==> config.mk <==
export PLATFORM = sky130hd
export DESIGN_NAME = mode_s_lcb_brute_force_correct_unit
export DESIGN_NICKNAME = d
export VERILOG_FILES = /design/src/hdl/mslcb_pkg.sv /design/src/hdl/mslcb_front.sv /design/src/hdl/mslcb_queue.sv /design/src/hdl/mslcb_back.sv /design/src/hdl/mode_s_lcb_brute_force_correct_unit.sv
export VERILOG_INCLUDE_DIRS = /design/src /design/src/hdl
export SDC_FILE = /design/constraint.sdc
export NUM_CORES = 2
export LEC_CHECK = 0
export ABC_AREA = 1
export BUFFER_PORTS_ARGS = -buffer_cell sky130_fd_sc_hd__buf_2
export CORE_AREA = 5 5 481 530
export DETAILED_ROUTE_END_ITERATION = 8
export DIE_AREA = 0 0 486 535
export PLACE_DENSITY_LB_ADDON = 0.3
export SLEW_MARGIN = 15
export SYNTH_ARGS = -nofsm -noshare
export SYNTH_HDL_FRONTEND = slang
export SYNTH_HIERARCHICAL = 1
export SYNTH_SLANG_ARGS = --single-unit
export TNS_END_PERCENT = 20
==> constraint.sdc <==
create_clock -name clk -period 41.7 [get_ports clk]
set_input_delay 4.17 -clock clk [delete_from_list [all_inputs] [get_ports clk]]
set_output_delay 4.17 -clock clk [all_outputs]
set_load 0.005 [all_outputs]
==> src/hdl/mode_s_lcb_brute_force_correct_unit_macros.svh <==
// ---------------------------------------------------------------------------
// Mode S LCB correction assertion macros
// Shared concurrent assertion forms, compiled out when ASSERT_OFF is set.
// ---------------------------------------------------------------------------
`ifndef MODE_S_LCB_BRUTE_FORCE_CORRECT_UNIT_MACROS_SVH
`define MODE_S_LCB_BRUTE_FORCE_CORRECT_UNIT_MACROS_SVH

`ifndef ASSERT_OFF
// Check that a property holds at every rising clock edge outside reset
`define MSLCB_ASSERT(lbl, clk, rstn, prop, msg) \
  lbl: assert property (@(posedge clk) disable iff (!rstn) (prop)) else $error(msg);
// Check that a condition never occurs outside reset
`define MSLCB_NEVER(lbl, clk, rstn, cond, msg) \
  lbl: assert property (@(posedge clk) disable iff (!rstn) !(cond)) else $error(msg);
`else
`define MSLCB_ASSERT(lbl, clk, rstn, prop, msg)
`define MSLCB_NEVER(lbl, clk, rstn, cond, msg)
`endif

`endif

==> src/hdl/mslcb_pkg.sv <==
// ---------------------------------------------------------------------------
// Mode S LCB correction package
// Field widths, status codes, queued job layout and the CRC parity table.
// ---------------------------------------------------------------------------
`timescale 1ns / 1ps
`default_nettype none

package mslcb_pkg;

  localparam int LCB_N      = 4;    // position fields per frame
  localparam int MAX_LCB    = 4;    // positions searched at most
  localparam int FRAME_BITS = 112;
  localparam int HALF_W     = 56;
  localparam int SYN_W      = 24;
  localparam int POS_W      = 7;
  localparam int CNT_IN_W   = 4;
  localparam int CNT_W      = $clog2(LCB_N + 1);
  localparam int QDEPTH     = 2;    // power of two
  localparam int QPTR_W     = $clog2(QDEPTH);
  localparam int QCNT_W     = $clog2(QDEPTH + 1);

  typedef enum logic [2:0] {
    ST_NO_ERROR    = 3'd0,
    ST_TOO_MANY    = 3'd1,
    ST_NO_SOLUTION = 3'd2,
    ST_MULTIPLE    = 3'd3,
    ST_FOUND       = 3'd4
  } status_t;

  // One classified request on its way to the search engine
  typedef struct packed {
    logic                             search;  // run the subset search
    status_t                          status;  // final status when no search
    logic [CNT_W-1:0]                 count;
    logic [LCB_N-1:0][SYN_W-1:0]      words;
    logic [LCB_N-1:0][POS_W-1:0]      pos;
    logic [SYN_W-1:0]                 syndrome;
    logic [HALF_W-1:0]                hi;
    logic [HALF_W-1:0]                lo;
  } job_t;

  localparam logic [SYN_W-1:0] CRC_TABLE [FRAME_BITS] = '{
    24'h3935ea, 24'h1c9af5, 24'hf1b77e, 24'h78dbbf, 24'hc397db, 24'h9e31e9, 24'hb0e2f0,
    24'h587178, 24'h2c38bc, 24'h161c5e, 24'h0b0e2f, 24'hfa7d13, 24'h82c48d, 24'hbe9842,
    24'h5f4c21, 24'hd05c14, 24'h682e0a, 24'h341705, 24'he5f186, 24'h72f8c3, 24'hc68665,
    24'h9cb936, 24'h4e5c9b, 24'hd8d449, 24'h939020, 24'h49c810, 24'h24e408, 24'h127204,
    24'h093902, 24'h049c81, 24'hfdb444, 24'h7eda22, 24'h3f6d11, 24'he04c8c, 24'h702646,
    24'h381323, 24'he3f395, 24'h8e03ce, 24'h4701e7, 24'hdc7af7, 24'h91c77f, 24'hb719bb,
    24'ha476d9, 24'hadc168, 24'h56e0b4, 24'h2b705a, 24'h15b82d, 24'hf52612, 24'h7a9309,
    24'hc2b380, 24'h6159c0, 24'h30ace0, 24'h185670, 24'h0c2b38, 24'h06159c, 24'h030ace,
    24'h018567, 24'hff38b7, 24'h80665f, 24'hbfc92b, 24'ha01e91, 24'haff54c, 24'h57faa6,
    24'h2bfd53, 24'hea04ad, 24'h8af852, 24'h457c29, 24'hdd4410, 24'h6ea208, 24'h375104,
    24'h1ba882, 24'h0dd441, 24'hf91024, 24'h7c8812, 24'h3e4409, 24'he0d800, 24'h706c00,
    24'h383600, 24'h1c1b00, 24'h0e0d80, 24'h0706c0, 24'h038360, 24'h01c1b0, 24'h00e0d8,
    24'h00706c, 24'h003836, 24'h001c1b, 24'hfff409, 24'h800000, 24'h400000, 24'h200000,
    24'h100000, 24'h080000, 24'h040000, 24'h020000, 24'h010000, 24'h008000, 24'h004000,
    24'h002000, 24'h001000, 24'h000800, 24'h000400, 24'h000200, 24'h000100, 24'h000080,
    24'h000040, 24'h000020, 24'h000010, 24'h000008, 24'h000004, 24'h000002, 24'h000001
  };

  // Parity word of one bit position, zero past the frame end
  function automatic logic [SYN_W-1:0] crc_word(input logic [POS_W-1:0] idx);
    logic [SYN_W-1:0] w;
    w = '0;
    if (idx < POS_W'(FRAME_BITS)) begin
      w = CRC_TABLE[idx];
    end
    return w;
  endfunction

endpackage

`default_nettype wire

==> src/hdl/mslcb_front.sv <==
// ---------------------------------------------------------------------------
// Mode S LCB correction front end
// Classifies an incoming frame and looks up the parity words of its positions.
// ---------------------------------------------------------------------------
`timescale 1ns / 1ps
`default_nettype none

module mslcb_front (
  input  wire logic                              in_is_long,
  input  wire logic [mslcb_pkg::SYN_W-1:0]       in_syndrome,
  input  wire logic [mslcb_pkg::CNT_IN_W-1:0]    in_lcb_count,
  input  wire logic [mslcb_pkg::POS_W-1:0]       in_lcb_pos_0,
  input  wire logic [mslcb_pkg::POS_W-1:0]       in_lcb_pos_1,
  input  wire logic [mslcb_pkg::POS_W-1:0]       in_lcb_pos_2,
  input  wire logic [mslcb_pkg::POS_W-1:0]       in_lcb_pos_3,
  input  wire logic [mslcb_pkg::HALF_W-1:0]      in_frame_hi,
  input  wire logic [mslcb_pkg::HALF_W-1:0]      in_frame_lo,
  output mslcb_pkg::job_t                        job
);

  logic [mslcb_pkg::LCB_N-1:0][mslcb_pkg::POS_W-1:0] pos;
  logic out_of_range;
  logic too_many;

  assign pos = {in_lcb_pos_3, in_lcb_pos_2, in_lcb_pos_1, in_lcb_pos_0};

  // Flag any reported position that lies past the frame end
  always_comb begin
    out_of_range = 1'b0;
    for (int k = 0; k < mslcb_pkg::LCB_N; k++) begin
      if ((mslcb_pkg::CNT_IN_W'(k) < in_lcb_count) &&
          (pos[k] >= mslcb_pkg::POS_W'(mslcb_pkg::FRAME_BITS))) begin
        out_of_range = 1'b1;
      end
    end
  end

  assign too_many = (in_lcb_count > mslcb_pkg::CNT_IN_W'(mslcb_pkg::MAX_LCB)) ||
                    (in_lcb_count > mslcb_pkg::CNT_IN_W'(mslcb_pkg::LCB_N));

  // Build the request: resolve trivial cases here, leave the rest to the search
  always_comb begin
    job.search   = 1'b0;
    job.status   = mslcb_pkg::ST_NO_SOLUTION;
    job.count    = mslcb_pkg::CNT_W'(in_lcb_count);
    job.pos      = pos;
    job.syndrome = in_syndrome;
    job.hi       = in_frame_hi;
    job.lo       = in_frame_lo;
    for (int k = 0; k < mslcb_pkg::LCB_N; k++) begin
      job.words[k] = mslcb_pkg::crc_word(pos[k]);
    end
    priority if (in_syndrome == '0) begin
      job.status = mslcb_pkg::ST_NO_ERROR;
    end else if (too_many) begin
      job.status = mslcb_pkg::ST_TOO_MANY;
    end else if (!in_is_long || out_of_range || (in_lcb_count == '0)) begin
      job.status = mslcb_pkg::ST_NO_SOLUTION;
    end else begin
      job.search = 1'b1;
    end
  end

endmodule

`default_nettype wire

==> src/hdl/mslcb_queue.sv <==
// ---------------------------------------------------------------------------
// Mode S LCB correction request queue
// Short FIFO that decouples the front end from the search engine.
// ---------------------------------------------------------------------------
`timescale 1ns / 1ps
`default_nettype none

`include "mode_s_lcb_brute_force_correct_unit_macros.svh"

module mslcb_queue (
  input  wire logic             clk,
  input  wire logic             rst_n,
  input  wire logic             push,
  input  wire mslcb_pkg::job_t  push_job,
  input  wire logic             pop,
  output mslcb_pkg::job_t       head,
  output logic                  head_valid,
  output logic                  full
);

  mslcb_pkg::job_t                  mem_r [mslcb_pkg::QDEPTH];
  logic [mslcb_pkg::QPTR_W-1:0]     wr_ptr_r;
  logic [mslcb_pkg::QPTR_W-1:0]     rd_ptr_r;
  logic [mslcb_pkg::QCNT_W-1:0]     cnt_r;

  assign head       = mem_r[rd_ptr_r];
  assign head_valid = (cnt_r != '0);
  assign full       = (cnt_r == mslcb_pkg::QCNT_W'(mslcb_pkg::QDEPTH));

  // Store requests
  always_ff @(posedge clk) begin
    if (push) begin
      mem_r[wr_ptr_r] <= push_job;
    end
  end

  // Advance pointers and occupancy
  always_ff @(posedge clk) begin
    if (!rst_n) begin
      wr_ptr_r <= '0;
      rd_ptr_r <= '0;
      cnt_r    <= '0;
    end else begin
      if (push) begin
        wr_ptr_r <= wr_ptr_r + 1'b1;
      end
      if (pop) begin
        rd_ptr_r <= rd_ptr_r + 1'b1;
      end
      if (push && !pop) begin
        cnt_r <= cnt_r + 1'b1;
      end else if (pop && !push) begin
        cnt_r <= cnt_r - 1'b1;
      end
    end
  end

  `MSLCB_NEVER(a_q_overflow, clk, rst_n, push && full, "request pushed into full queue")
  `MSLCB_NEVER(a_q_underflow, clk, rst_n, pop && !head_valid, "request popped from empty queue")
  `MSLCB_ASSERT(a_q_bound, clk, rst_n, cnt_r <= mslcb_pkg::QCNT_W'(mslcb_pkg::QDEPTH), "queue count out of range")

endmodule

`default_nettype wire

==> src/hdl/mslcb_back.sv <==
// ---------------------------------------------------------------------------
// Mode S LCB correction search engine
// Steps through position subsets one per cycle and emits the corrected frame.
// ---------------------------------------------------------------------------
`timescale 1ns / 1ps
`default_nettype none

`include "mode_s_lcb_brute_force_correct_unit_macros.svh"

module mslcb_back (
  input  wire logic                          clk,
  input  wire logic                          rst_n,
  input  wire mslcb_pkg::job_t               head,
  input  wire logic                          head_valid,
  output logic                               pop,
  output logic                               out_valid,
  output logic [2:0]                         out_status,
  output logic [mslcb_pkg::SYN_W-1:0]        out_syndrome_out,
  output logic [mslcb_pkg::HALF_W-1:0]       out_fixed_hi,
  output logic [mslcb_pkg::HALF_W-1:0]       out_fixed_lo,
  output logic [mslcb_pkg::LCB_N-1:0]        out_flip_mask
);

  typedef enum logic [1:0] {
    S_IDLE,
    S_SCAN,
    S_FINISH
  } state_t;

  state_t                                             state_r;
  logic [mslcb_pkg::LCB_N-1:0][mslcb_pkg::SYN_W-1:0]  words_r;
  logic [mslcb_pkg::LCB_N-1:0][mslcb_pkg::POS_W-1:0]  pos_r;
  logic [mslcb_pkg::SYN_W-1:0]                        syn_r;
  logic [mslcb_pkg::HALF_W-1:0]                       hi_r;
  logic [mslcb_pkg::HALF_W-1:0]                       lo_r;
  logic [mslcb_pkg::LCB_N-1:0]                        subset_r;
  logic [mslcb_pkg::LCB_N-1:0]                        last_r;
  logic [mslcb_pkg::LCB_N-1:0]                        answer_r;
  logic [1:0]                                         found_r;  // 0, 1, or 2 for many

  logic                                   out_valid_r;
  mslcb_pkg::status_t                     out_status_r;
  logic [mslcb_pkg::SYN_W-1:0]            out_syn_r;
  logic [mslcb_pkg::HALF_W-1:0]           out_hi_r;
  logic [mslcb_pkg::HALF_W-1:0]           out_lo_r;
  logic [mslcb_pkg::LCB_N-1:0]            out_mask_r;

  logic [mslcb_pkg::SYN_W-1:0]            acc;
  logic                                   hit;
  logic [mslcb_pkg::FRAME_BITS-1:0]       fixed;
  logic [mslcb_pkg::LCB_N-1:0]            last_nxt;

  assign pop = (state_r == S_IDLE) && head_valid;

  // Parity of the current subset
  always_comb begin
    acc = '0;
    for (int k = 0; k < mslcb_pkg::LCB_N; k++) begin
      if (subset_r[k]) begin
        acc = acc ^ words_r[k];
      end
    end
  end
  assign hit = (acc == syn_r);

  // Flip the bits of the winning subset
  always_comb begin
    fixed = {hi_r, lo_r};
    for (int k = 0; k < mslcb_pkg::LCB_N; k++) begin
      if (answer_r[k]) begin
        fixed[mslcb_pkg::POS_W'(mslcb_pkg::FRAME_BITS - 1) - pos_r[k]] =
          ~fixed[mslcb_pkg::POS_W'(mslcb_pkg::FRAME_BITS - 1) - pos_r[k]];
      end
    end
  end

  // Highest subset code for the request count
  assign last_nxt = mslcb_pkg::LCB_N'(((mslcb_pkg::LCB_N + 1)'(1) << head.count) - 1'b1);

  // Sequence load, scan and result
  always_ff @(posedge clk) begin
    if (!rst_n) begin
      state_r     <= S_IDLE;
      out_valid_r <= 1'b0;
    end else begin
      unique case (state_r)
        S_IDLE: begin
          out_valid_r <= head_valid && !head.search;
          if (head_valid) begin
            words_r <= head.words;
            pos_r   <= head.pos;
            syn_r   <= head.syndrome;
            hi_r    <= head.hi;
            lo_r    <= head.lo;
            if (head.search) begin
              subset_r <= mslcb_pkg::LCB_N'(1);
              last_r   <= last_nxt;
              found_r  <= '0;
              answer_r <= '0;
              state_r  <= S_SCAN;
            end else begin
              out_status_r <= head.status;
              out_syn_r    <= head.syndrome;
              out_hi_r     <= head.hi;
              out_lo_r     <= head.lo;
              out_mask_r   <= '0;
            end
          end
        end
        S_SCAN: begin
          out_valid_r <= 1'b0;
          if (hit) begin
            answer_r <= subset_r;
            if (found_r != 2'd2) begin
              found_r <= found_r + 2'd1;
            end
          end
          if (subset_r == last_r) begin
            state_r <= S_FINISH;
          end else begin
            subset_r <= subset_r + 1'b1;
          end
        end
        S_FINISH: begin
          out_valid_r <= 1'b1;
          priority if (found_r == 2'd2) begin
            out_status_r <= mslcb_pkg::ST_MULTIPLE;
            out_syn_r    <= syn_r;
            out_hi_r     <= hi_r;
            out_lo_r     <= lo_r;
            out_mask_r   <= '0;
          end else if (found_r == 2'd0) begin
            out_status_r <= mslcb_pkg::ST_NO_SOLUTION;
            out_syn_r    <= syn_r;
            out_hi_r     <= hi_r;
            out_lo_r     <= lo_r;
            out_mask_r   <= '0;
          end else begin
            out_status_r <= mslcb_pkg::ST_FOUND;
            out_syn_r    <= '0;
            out_hi_r     <= fixed[mslcb_pkg::FRAME_BITS-1 -: mslcb_pkg::HALF_W];
            out_lo_r     <= fixed[mslcb_pkg::HALF_W-1:0];
            out_mask_r   <= answer_r;
          end
          state_r <= S_IDLE;
        end
        default: begin
          out_valid_r <= 1'b0;
          state_r     <= S_IDLE;
        end
      endcase
    end
  end

  assign out_valid        = out_valid_r;
  assign out_status       = out_status_r;
  assign out_syndrome_out = out_syn_r;
  assign out_fixed_hi     = out_hi_r;
  assign out_fixed_lo     = out_lo_r;
  assign out_flip_mask    = out_mask_r;

  `MSLCB_ASSERT(a_found_clears, clk, rst_n, (out_valid_r && (out_status_r == mslcb_pkg::ST_FOUND)) |-> ((out_syn_r == '0) && (out_mask_r != '0)), "solution without cleared syndrome or mask")
  `MSLCB_ASSERT(a_mask_only_found, clk, rst_n, (out_valid_r && (out_status_r != mslcb_pkg::ST_FOUND)) |-> (out_mask_r == '0), "flip mask set without solution")
  `MSLCB_ASSERT(a_scan_nonzero, clk, rst_n, (state_r == S_SCAN) |-> ((subset_r != '0) && (subset_r <= last_r)), "subset code out of range during scan")
  `MSLCB_ASSERT(a_finish_emits, clk, rst_n, (state_r == S_FINISH) |=> out_valid_r, "finished search without result")

endmodule

`default_nettype wire

==> src/hdl/mode_s_lcb_brute_force_correct_unit.sv <==
// ---------------------------------------------------------------------------
// Mode S low-confidence-bit brute-force corrector
// Repairs a long Mode S frame by trying every subset of its weak bit positions.
// ---------------------------------------------------------------------------
// A request is taken when start is high and busy is low. Up to two requests
// wait in a queue ahead of the search engine, and busy is high only while that
// queue is full. Each request yields exactly one result, shown for a single
// cycle with out_valid; the receiver cannot stall, so it must capture the
// result in that cycle. Frames settled at once (zero syndrome, too many
// positions, short frame, position past the frame end, no positions) give
// their result from the search engine without a search, once it is idle. A
// searched frame is loaded into the engine, which then makes one subset parity
// compare per cycle in its scan loop over every nonempty subset of its n
// positions, and then registers the result in a finish step.
// ---------------------------------------------------------------------------
`timescale 1ns / 1ps
`default_nettype none

module mode_s_lcb_brute_force_correct_unit (
  input  wire logic                              clk,
  input  wire logic                              rst_n,
  input  wire logic                              start,
  output logic                                   busy,
  input  wire logic                              in_is_long,
  input  wire logic [mslcb_pkg::SYN_W-1:0]       in_syndrome,
  input  wire logic [mslcb_pkg::CNT_IN_W-1:0]    in_lcb_count,
  input  wire logic [mslcb_pkg::POS_W-1:0]       in_lcb_pos_0,
  input  wire logic [mslcb_pkg::POS_W-1:0]       in_lcb_pos_1,
  input  wire logic [mslcb_pkg::POS_W-1:0]       in_lcb_pos_2,
  input  wire logic [mslcb_pkg::POS_W-1:0]       in_lcb_pos_3,
  input  wire logic [mslcb_pkg::HALF_W-1:0]      in_frame_hi,
  input  wire logic [mslcb_pkg::HALF_W-1:0]      in_frame_lo,
  output logic                                   out_valid,
  output logic [2:0]                             out_status,
  output logic [mslcb_pkg::SYN_W-1:0]            out_syndrome_out,
  output logic [mslcb_pkg::HALF_W-1:0]           out_fixed_hi,
  output logic [mslcb_pkg::HALF_W-1:0]           out_fixed_lo,
  output logic [mslcb_pkg::LCB_N-1:0]            out_flip_mask
);

  mslcb_pkg::job_t front_job;
  mslcb_pkg::job_t head_job;
  logic            head_valid;
  logic            q_full;
  logic            q_pop;
  logic            push;

  // Accept a request whenever the queue has room
  assign busy = q_full;
  assign push = start && !q_full;

  // Classify the request
  mslcb_front u_front (
    .in_is_long   (in_is_long),
    .in_syndrome  (in_syndrome),
    .in_lcb_count (in_lcb_count),
    .in_lcb_pos_0 (in_lcb_pos_0),
    .in_lcb_pos_1 (in_lcb_pos_1),
    .in_lcb_pos_2 (in_lcb_pos_2),
    .in_lcb_pos_3 (in_lcb_pos_3),
    .in_frame_hi  (in_frame_hi),
    .in_frame_lo  (in_frame_lo),
    .job          (front_job)
  );

  // Hold requests between front end and search engine
  mslcb_queue u_queue (
    .clk        (clk),
    .rst_n      (rst_n),
    .push       (push),
    .push_job   (front_job),
    .pop        (q_pop),
    .head       (head_job),
    .head_valid (head_valid),
    .full       (q_full)
  );

  // Search subsets and drive results
  mslcb_back u_back (
    .clk              (clk),
    .rst_n            (rst_n),
    .head             (head_job),
    .head_valid       (head_valid),
    .pop              (q_pop),
    .out_valid        (out_valid),
    .out_status       (out_status),
    .out_syndrome_out (out_syndrome_out),
    .out_fixed_hi     (out_fixed_hi),
    .out_fixed_lo     (out_fixed_lo),
    .out_flip_mask    (out_flip_mask)
  );

endmodule

`default_nettype wire

==> results.cfg <==
[outcome]
status = finished clean

[synth]
synthCells = 8302
async_flop_share = 0
synth_simple_gate_area_frac = 0.294
synth_ff_type = edfxtp_1
yosysSeqAreaShare = 0.446
muxShareOfSynthArea = 0.0601
ys_types = 48
yosys_register_bits = 959
syn-num-nets = 8536
synth_edf_count = 951
syn_area_um2 = 64400
synth-xor-area-share = 0.0137
yosysWarnings = 6
synth_compound_area_frac = 0.0799
synthAdderAreaFrac = 0.0121
synth_top_family_by_area = simple AND/OR/NAND/NOR gates
syn_avg_cell_area_um2 = 7.75

[clock_network]
clock_latency_ns = 0.76
cts_num_sinks = 959
clk_pin_slew_worst_paths_ns = 0.06
ctsHoldBuffers = 0
cts_resized = 0
cts_tree = done
clockBufferDepth = 3
cts-buffers-inserted = 107
root_buffer = clkbuf_16
cts_setup_buffers = 0
h-tree-depth = 3

[sta]
tightestPinTransition_ns = 1.27
finalCritPeriodShare = 0.289
hold_violations = 0
slew_headroom = 0.143
max_freq_mhz = 83.0
drv_slew = 0
fin_tns_setup_ns = 0
period_needed_ns = 12.04
grt_setup_unrepaired = false
setup_ws_ns = 29.66
skew_ns = 0.0586
setup_viol = 0

[worst_hold_path]
hold_class = flip-flop to flip-flop

[grt]
antenna_found_initial = 28
grt_usage = 0.239
grt_max_degree = 120
grt.overflow.total = 0
grt_pass1_wl_um = 446000
grt_pass1_vias = 55953

[final_layout]
fill_cells = 26971
stdcell_count = 11650
drive_above_1_share = 0.130
layout.nets = 8490
mostFrequentLayoutCells = nand2_1 (2735), edfxtp_1 (951), nor2_1 (937), nand3_1 (713), inv_1 (687)
multi_input_area_um2 = 29900
area_growth_pct = 11.0
final_common_cell = nand2_1
seq_area_um2 = 28700

[drt]
drc = 0
drt_iter0_markers = 6934
detail_route.wirelength_um = 325000
via_count = 59667
viasPerCell = 5.12
ant_nets = 0
dr.pass1.iters = 7
wl_per_cell_um = 27.9

[setup_path]
slowest_delay_ns = 0.85
cpMostUsedCell = nand2_1
cp_max_fo = 76
crit_path_start_kind = flip-flop
critPathKind = flip-flop to flip-flop
cp.required_ns = 42.25
end_kind = flip-flop
reg2reg_slack_ns = 29.66
arrival_ns = 12.60
worst_path_max_delay_cell = buf_4

[floorplanning]
die_h_um = 535
coreArea_um2 = 248000
initial_core_util = 0.259
io-pin-count = 317
die_w_um = 486
placementRows = 192
dieArea_um2 = 260000

[place]
dpl.hpwl_um = 243000
dp.cells = 11445
place_ws_ns = 29.98
port_buffers = 316
gp_congestion = 1.01

[power]
peakVddDrop_mv = 0.0328
p_per_area_nw_per_um2 = 58.4
power.total_mw = 4.17
p_leak_nw = 29.6

[flow_run]
drv_cap = 0
Yosys cell counts (7+ instances only):
library cell  number  area (um2)
nand2_1         2739       10300
edfxtp_1         951       28600
nor2_1           943        3540
nand3_1          714        3570
inv_1            690        2590
o21ai_0          509        2550
a21oi_1          326        1630
mux2_4           230        3450
buf_4            201        1510
buf_2            170         851
clkbuf_1         143         537
or2_2            140         876
ha_1              62         776
o211ai_1          60         450
xor2_1            59         517
xnor2_1           42         368
nor3_1            39         195
mux2_2            37         417
o21ai_1           35         175
buf_6             33         372
buf_1             29         109
nand2_2           20         125
a31oi_1           19         119
nand4_1           19         119
inv_2             18        67.6
nor2_2            11        68.8
o21bai_1           9        67.6
o22ai_1            9        56.3
dfxtp_1            8         160
nand3b_1           7        52.6
cell families after synthesis:
| family | after synthesis |
|---|---|
| AND/OR/NAND/NOR | 4644 |
| buffers and inverters | 1289 |
| AO/OA/AOI/OAI | 979 |
| flip-flops | 959 |
| multiplexers | 267 |
| XOR/XNOR | 101 |
| adder cells (fa/ha/maj) | 62 |
| other | 1 |
critical path: cells and delay by family, from the launching register on:
kind | cells | cell delay, ns
simple gates | 38 | 5.74
compound gates | 4 | 1.28
buf+inv | 8 | 4.19
flops | 1 | 0.32
worst paths after layout:
kind,startpoint,end,cells after the start
max,u_back/pos_r[0],u_back/out_fixed_hi[37],50
min,u_queue/rd_ptr_r,u_queue/rd_ptr_r,2
max reg2reg,u_back/pos_r[0],u_back/out_fixed_hi[37],50
min reg2reg,u_queue/rd_ptr_r,u_queue/rd_ptr_r,2
per-stage QoR:
stage / utilization / cell area (um2) / hold slack (ns)
3_3_place_gp: 0.273 / 67800 / 0.476
6_report: 0.288 / 71500 / 0.509
2_1_floorplan: - / 64400 / 0.466
3_5_place_dp: 0.273 / 67800 / 0.492
5_1_grt: 0.288 / 71400 / 0.530
4_1_cts: 0.288 / 71400 / 0.506
state kept, by name, summed over array words and instances (netlist names), 2 cells and up, named ones only:
register / cells
u_back/out_status: 3
u_back/syn_r: 24
u_queue/mem_r: 534
u_back/lo_r: 56
u_back/pos_r: 28
u_back/found_r: 2
u_back/last_r: 4
u_back/out_fixed_lo: 56
u_back/out_syndrome_out: 24
u_back/words_r: 96
u_back/subset_r: 4
u_queue/cnt_r: 2
u_back/out_flip_mask: 4
u_back/state_r: 2
u_back/hi_r: 56
u_back/out_fixed_hi: 56
u_back/answer_r: 4
power breakdown:
group	leakage, nW	internal, mW	switching (mW)
clock network	1.75	0.559	0.416
logic	18.9	0.479	1.29
registers	8.93	1.34	0.0863
layout make-up:
class                      count  share of cell area
clock buffer                 128              0.0392
clock inverter                71              0.0111
timing repair buffer         423              0.0337
antenna                        6            0.000210
inverter                     711              0.0376
multi-input combinational   6054               0.419
sequential                   959               0.402
tap                         3298              0.0578
metal layers:
metal	GRT usage	vias to the layer above	wire, um
li1	-	26945	-
met1	0.304	29127	132000
met4	0.127	10	20800
met2	0.393	2934	151000
met3	0.0332	651	21800
met5	0	-	58
(Power assumes the default switching activity.)
